[src/rtl/stbs_pkg.sv]
// ----------------------------------------------------------------------------
// stbs_pkg
// Shared types and constants for the sorted-table binary search core.
// ----------------------------------------------------------------------------
`default_nettype none

package stbs_pkg;

   // Field widths fixed by the interface
   localparam int INDEX_W = 10;
   localparam int VALUE_W = 32;
   localparam int COUNT_W = 11;
   // Search bounds: lower bound and (upper bound + 1), both up to the table depth
   localparam int BOUND_W = 12;

   // Item mode codes
   localparam logic MODE_LOAD   = 1'b0;
   localparam logic MODE_SEARCH = 1'b1;

   // Request payload
   typedef struct packed {
      logic                      mode;
      logic [INDEX_W-1:0]        entry_index;
      logic signed [VALUE_W-1:0] item_value;
   } stbs_req_type;

   // Response payload
   typedef struct packed {
      logic               found;
      logic [INDEX_W-1:0] match_position;
   } stbs_rsp_type;

   // Controller states
   typedef enum logic [1:0] {
      ST_IDLE,
      ST_CHECK,
      ST_COMPARE,
      ST_FINISH
   } stbs_state_type;

   // Controller to datapath
   typedef struct packed {
      logic write_entry;
      logic start_search;
      logic issue_read;
      logic mark_hit;
      logic narrow;
      logic load_rsp;
   } stbs_cmd_type;

   // Datapath to controller
   typedef struct packed {
      logic active;
      logic equal;
      logic less;
   } stbs_sts_type;

endpackage

`default_nettype wire

[src/rtl/stbs_ctrl.sv]
// ----------------------------------------------------------------------------
// stbs_ctrl
// Sequencer for table loads and binary searches; owns the response valid.
// ----------------------------------------------------------------------------
`default_nettype none

module stbs_ctrl (
   input  wire logic                  clock,
   input  wire logic                  reset,
   input  wire logic                  req_valid,
   input  wire logic                  req_mode,
   output logic                       req_ready,
   output logic                       rsp_valid,
   input  wire logic                  rsp_ready,
   input  wire stbs_pkg::stbs_sts_type sts,
   output stbs_pkg::stbs_cmd_type     cmd
);
   import stbs_pkg::*;

   stbs_state_type state_ff, state_in;
   logic           rsp_valid_ff, rsp_valid_in;
   logic           slot_free;

   assign slot_free = !rsp_valid_ff || rsp_ready;
   assign req_ready = (state_ff == ST_IDLE);
   assign rsp_valid = rsp_valid_ff;

   // Next state
   always_comb begin
      state_in = state_ff;
      unique case (state_ff)
         ST_IDLE: begin
            if (req_valid && req_mode == MODE_SEARCH) state_in = ST_CHECK;
         end
         ST_CHECK: begin
            state_in = sts.active ? ST_COMPARE : ST_FINISH;
         end
         ST_COMPARE: begin
            state_in = sts.equal ? ST_FINISH : ST_CHECK;
         end
         ST_FINISH: begin
            if (slot_free) state_in = ST_IDLE;
         end
         default: begin
            state_in = ST_IDLE;
         end
      endcase
   end

   // Datapath commands
   always_comb begin
      cmd = '0;
      unique case (state_ff)
         ST_IDLE: begin
            cmd.write_entry  = req_valid && req_mode == MODE_LOAD;
            cmd.start_search = req_valid && req_mode == MODE_SEARCH;
         end
         ST_CHECK: begin
            cmd.issue_read = sts.active;
         end
         ST_COMPARE: begin
            cmd.mark_hit = sts.equal;
            cmd.narrow   = !sts.equal;
         end
         ST_FINISH: begin
            cmd.load_rsp = slot_free;
         end
         default: begin
            cmd = '0;
         end
      endcase
   end

   // Response valid: set on load, cleared on transfer
   always_comb begin
      rsp_valid_in = rsp_valid_ff;
      if (cmd.load_rsp)   rsp_valid_in = 1'b1;
      else if (rsp_ready) rsp_valid_in = 1'b0;
   end

   always_ff @(posedge clock) begin
      if (reset) begin
         state_ff     <= ST_IDLE;
         rsp_valid_ff <= 1'b0;
      end else begin
         state_ff     <= state_in;
         rsp_valid_ff <= rsp_valid_in;
      end
   end

endmodule

`default_nettype wire

[config.mk]
export PLATFORM = sky130hd
export DESIGN_NAME = stbs_ctrl
export DESIGN_NICKNAME = d
export VERILOG_FILES = /design/src/rtl/stbs_pkg.sv /design/src/rtl/stbs_ctrl.sv
export SDC_FILE = /design/constraint.sdc
export NUM_CORES = 1
export LEC_CHECK = 0
export ABC_AREA = 1
export BUFFER_PORTS_ARGS = -buffer_cell sky130_fd_sc_hd__buf_2
export CORE_AREA = 2 2 39 41
export DETAILED_ROUTE_END_ITERATION = 8
export DIE_AREA = 0 0 41 43
export MAX_ROUTING_LAYER = met4
export PLACE_DENSITY = 0.45
export SLEW_MARGIN = 15
export SYNTH_ARGS = -nofsm -noshare
export SYNTH_HDL_FRONTEND = slang
export SYNTH_SLANG_ARGS = --single-unit
export TNS_END_PERCENT = 1
[constraint.sdc]
create_clock -name clock -period 0.85 [get_ports clock]
set_input_delay 0.0425 -clock clock [delete_from_list [all_inputs] [get_ports clock]]
set_output_delay 0.0425 -clock clock [all_outputs]
set_load 0.01 [all_outputs]
# Word-level counts from Yosys, hierarchy flattened
# Cells that the tools add are included.
# W data, S select, Z words.
# totals
ff_bits	3
latchBits	0
ramBits	0
romBits	0
inputBits	8
output_inout_bits	8
memories	0
# op_classes
add_sub_neg	0
multipliers	0
n_div	0
n_lt_le_gt_ge	0
n_eq_ne	5
shifts	0
mux	11
bitwise_logic	1
reduce_logical	8
# op_table
cell	count
$mux W2	5
$pmux W2 S4	1
$mux W1	5
$eq A2 B2 Y1 const B	2
$eq A2 B1 Y1 const B	1
$logic_and A1 B1 Y1	2
$logic_not A1 Y1	2
$logic_not A2 Y1	1
$ne A2 B1 Y1 const B	1
$ne A2 B2 Y1 const B	1
$reduce_and A2 Y1	1
$reduce_bool A2 Y1	1
$logic_or A1 B1 Y1	1
$not A1 Y1	1

# Longest topological paths before layout
# logic_depth
ltp_word	4
depth_mapped	6
mapped_depth_nobuf	5

# Worst setup path before layout
# Ideal clock, no wire load.
# synth_timing
kind	register -> register
startpoint	register state_ff[0]
endpoint	register state_ff[0]
arrival_ns	0.765
t_required_ns	0.734
slack_ns	-0.031
path_stages_with_launch	6
path_cell_list	dfxtp_1 > clkbuf_2 > nor2_2 > nand2_1 > nand2_1 > a21oi_1
# synth_via
elab_chain_cells	3
elab_cells_between_ends	8
cone_classes	5 x eq/ne; 1 x mux; 2 x reduce/logical
# synth_rtl
element	line_no	source
from (decl)	stbs_ctrl.sv:20	stbs_state_type state_ff, state_in;
from (signal assigned)	stbs_ctrl.sv:86	state_ff <= state_in;
$logic_not A2 Y1 *	n/a	
named net req_ready	stbs_ctrl.sv:12	output logic req_ready,
$ne A2 B1 Y1 (no line)	n/a	
$reduce_and A2 Y1 (no line)	n/a	
# The timed path passes the listed nets; every way through them passes the cells marked *.
# A chain may end at the register's enable or synchronous reset.

==> impl_metrics.ini <==
[critical_path]
worstPathRequired_ns = 0.81
cp-end-kind = output port
critPathKind = flip-flop to output port
r2r_slack_ns = 0.03
worstPathMaxFanout = 7
critPathLaunchType = flip-flop
cp.arrival_ns = 0.98

[synth]
synth.cell_area_sq_um = 190
seq_area_frac_synth = 0.316
yosysUniqueCellTypes = 13
synthTopCellsByArea = dfxtp_1 (32%), nand2_1 (14%), inv_1 (9.9%)
netlist_instances = 32
synth_seq_cells = 3
synth_top_area_cell = dfxtp_1
netlist.area_leader.share = 0.316
avgSynthCellArea_sq_um = 5.94
synth_fp_nets = 40
ys_warn_count = 0

[sta]
rsz0062_at_grt = yes
finalClockSkew_ns = 0.00385
layout_setup_ws_ns = -0.168
tightest_slew_ns = 0.142
setup_viol = 7
maxSlewViolCount = 0
period_minus_slack_ns = 1.02
holdWs_ns = 0.0976
clock.fmax_mhz = 982
finalCritPeriodShare = 1.20
hold_viol = 0
slew_headroom = 0.904

[clock_tree]
clock_sinks = 3
cts_tree = yes
numCtsBuffers = 3
cts_root_buf = clkbuf_4
clock_path_buffers = 2
clk_transition_reported_paths_ns = 0.04
post_cts_buffers = 0
ctsHtreeMaxLevel = 1
insertion_delay_ns = 0.23

[placement]
globalplace.congestion = 0.665
portBuffers = 14
hpwl_um = 384
place_ws_ns = -0.108
dp_cells = 60

[global_route]
grt_start_max_net_pins = 9
grt_pass1_wl_um = 793
overflow = 0
gr-usage-all-layers = 0.0762
grt_pass1_vias = 229
antenna_found_initial = 0

[drt]
wl_per_cell_um = 7.97
drt_iter0_markers = 3
num_vias = 245
totalWireLength_um = 518
dr.pass1.iters = 2
ant_nets = 0
drc = 0
routed_via_density = 3.77

[finish]
area_delta_synth_final_pct = 71.1
drive_gt1_frac = 0.490
antennaDiodeCount = 0
fin_cells = 65
fillCellCount = 170
ff_latch_area_sq_um = 67.6
nets = 58
multiInputGateArea_sq_um = 113

[floorplan]
rows = 14
initial_core_util = 0.137
die_x_um = 41
die_area_sq_um = 1760
die_h_um = 43
core_region_area_sq_um = 1380
io_pins = 16

[pwr]
p_int_w = 0.000385
leakage_nw = 0.179
switchingPower_w = 0.000165
power_frac_comb = 0.214
clockPowerShare = 0.459
seqPwrFrac = 0.327
vdd_drop_max_mv = 0.377
swShare = 0.300
p_per_area_nw_per_um2 = 1690

[flow_run]
maxCapViolCount = 0

[status]
status = finished with violations
violations = setup timing

[worst_hold_path]
hp-class = input port to flip-flop
-- cell usage in the layout (no fill, tap or decap) --
| master | n |
|---|---|
| nand4_1 | 1 |
| a21oi_2 | 1 |
| clkbuf_1 | 1 |
| nor2_4 | 1 |
| a21oi_1 | 2 |
| nor3_2 | 1 |
| nor2_1 | 5 |
| dfxtp_1 | 1 |
| inv_2 | 1 |
| buf_2 | 14 |
| dfxtp_4 | 2 |
| dlygate4sd3_1 | 1 |
| nand3_1 | 1 |
| clkbuf_4 | 3 |
| nand2_2 | 1 |
| nand2_1 | 7 |
| nor3_1 | 1 |
| inv_1 | 4 |
| o21ai_0 | 1 |
-- registers in the layout, summed over array words and instances (netlist names) --
register   cells
rsp_valid      1
state_ff       2
-- critical path, stage by stage, from the launching register on --
cell and delay, ns:
dfxtp_4 0.37, nor2_4 0.12, nand2_1 0.06, nor2_1 0.07, buf_2 0.13
-- Yosys cell counts --
| master | number |
|---|---|
| nand2_2 | 1 |
| clkbuf_2 | 1 |
| nand2_1 | 7 |
| a21oi_1 | 3 |
| nor2_2 | 1 |
| nor2_1 | 5 |
| inv_1 | 5 |
| nand3_1 | 1 |
| nand4_1 | 1 |
| buf_4 | 1 |
| nor3_1 | 2 |
| o21ai_0 | 1 |
| dfxtp_1 | 3 |
-- through the flow --
step                power (W)  instance area [sq um]  utilization  setup TNS (ns)
finish               0.000550                    325        0.235          -0.828
global route         0.000593                    325        0.235           -1.28
CTS                  0.000559                    320        0.231          -0.955
detailed placement   0.000291                    273        0.197          -0.318
global placement     0.000291                    273        0.197          -0.285
floorplan            0.000246                    195            -        -0.00975
-- worst paths after layout --
path                                          startpoint                  endpoint  cells past startpoint
worst max-delay path            state_ff[1]$_SDFFE_PP0P_                    cmd[5]                      4
worst min-delay path                           rsp_ready  state_ff[0]$_SDFFE_PP0P_                      4
worst max register to register  state_ff[0]$_SDFFE_PP0P_  state_ff[1]$_SDFFE_PP0P_                      5
worst min register to register    rsp_valid$_SDFFE_PP0P_  state_ff[0]$_SDFFE_PP0P_                      2
-- per-layer routing --
layer | GRT usage | vias up | part of all wire
met1 | 0.0710 | 98 | 0.44
met5 | - | - | 0
met3 | 0.0314 | 0 | 0.12
met4 | 0.100 | 0 | 0
li1 | - | 136 | -
met2 | 0.0969 | 11 | 0.44
-- kinds of logic (layout without fill, tap and decap cells) --
kind of cell,count (synthesis),in the layout,share of synthesized area
AO/OA/AOI/OAI,4,4,0.105
buffers and inverters,7,24,0.164
flip-flops,3,3,0.316
AND/OR/NAND/NOR,18,18,0.415
-- area by class of cell --
type,count,share of cell area
Inverter,5,0.0577
Tap cell,16,0.0615
Sequential cell,3,0.208
Multi-Input combinational cell,22,0.346
Timing Repair Buffer,15,0.246
Clock buffer,4,0.0808
-- repair_timing --
action,in CTS,in global routing
gates resized for setup,5,2
endpoints found under the setup margin,9,9
hold buffers,1,0
cloned,0,0
endpoints found under the hold margin,3,0
-- power by group through the flow --
stage | Clock (W) | Combinational [W] | Sequential (W)
after floorplan | 0 | 0.0000812 | 0.000165
after global placement | 0 | 0.000113 | 0.000178
after detailed placement | 0 | 0.000111 | 0.000179
after CTS | 0.000264 | 0.000117 | 0.000178
after global routing | 0.000277 | 0.000135 | 0.000182
final | 0.000252 | 0.000118 | 0.000180
Note: power is estimated with default switching activity, not from simulation.
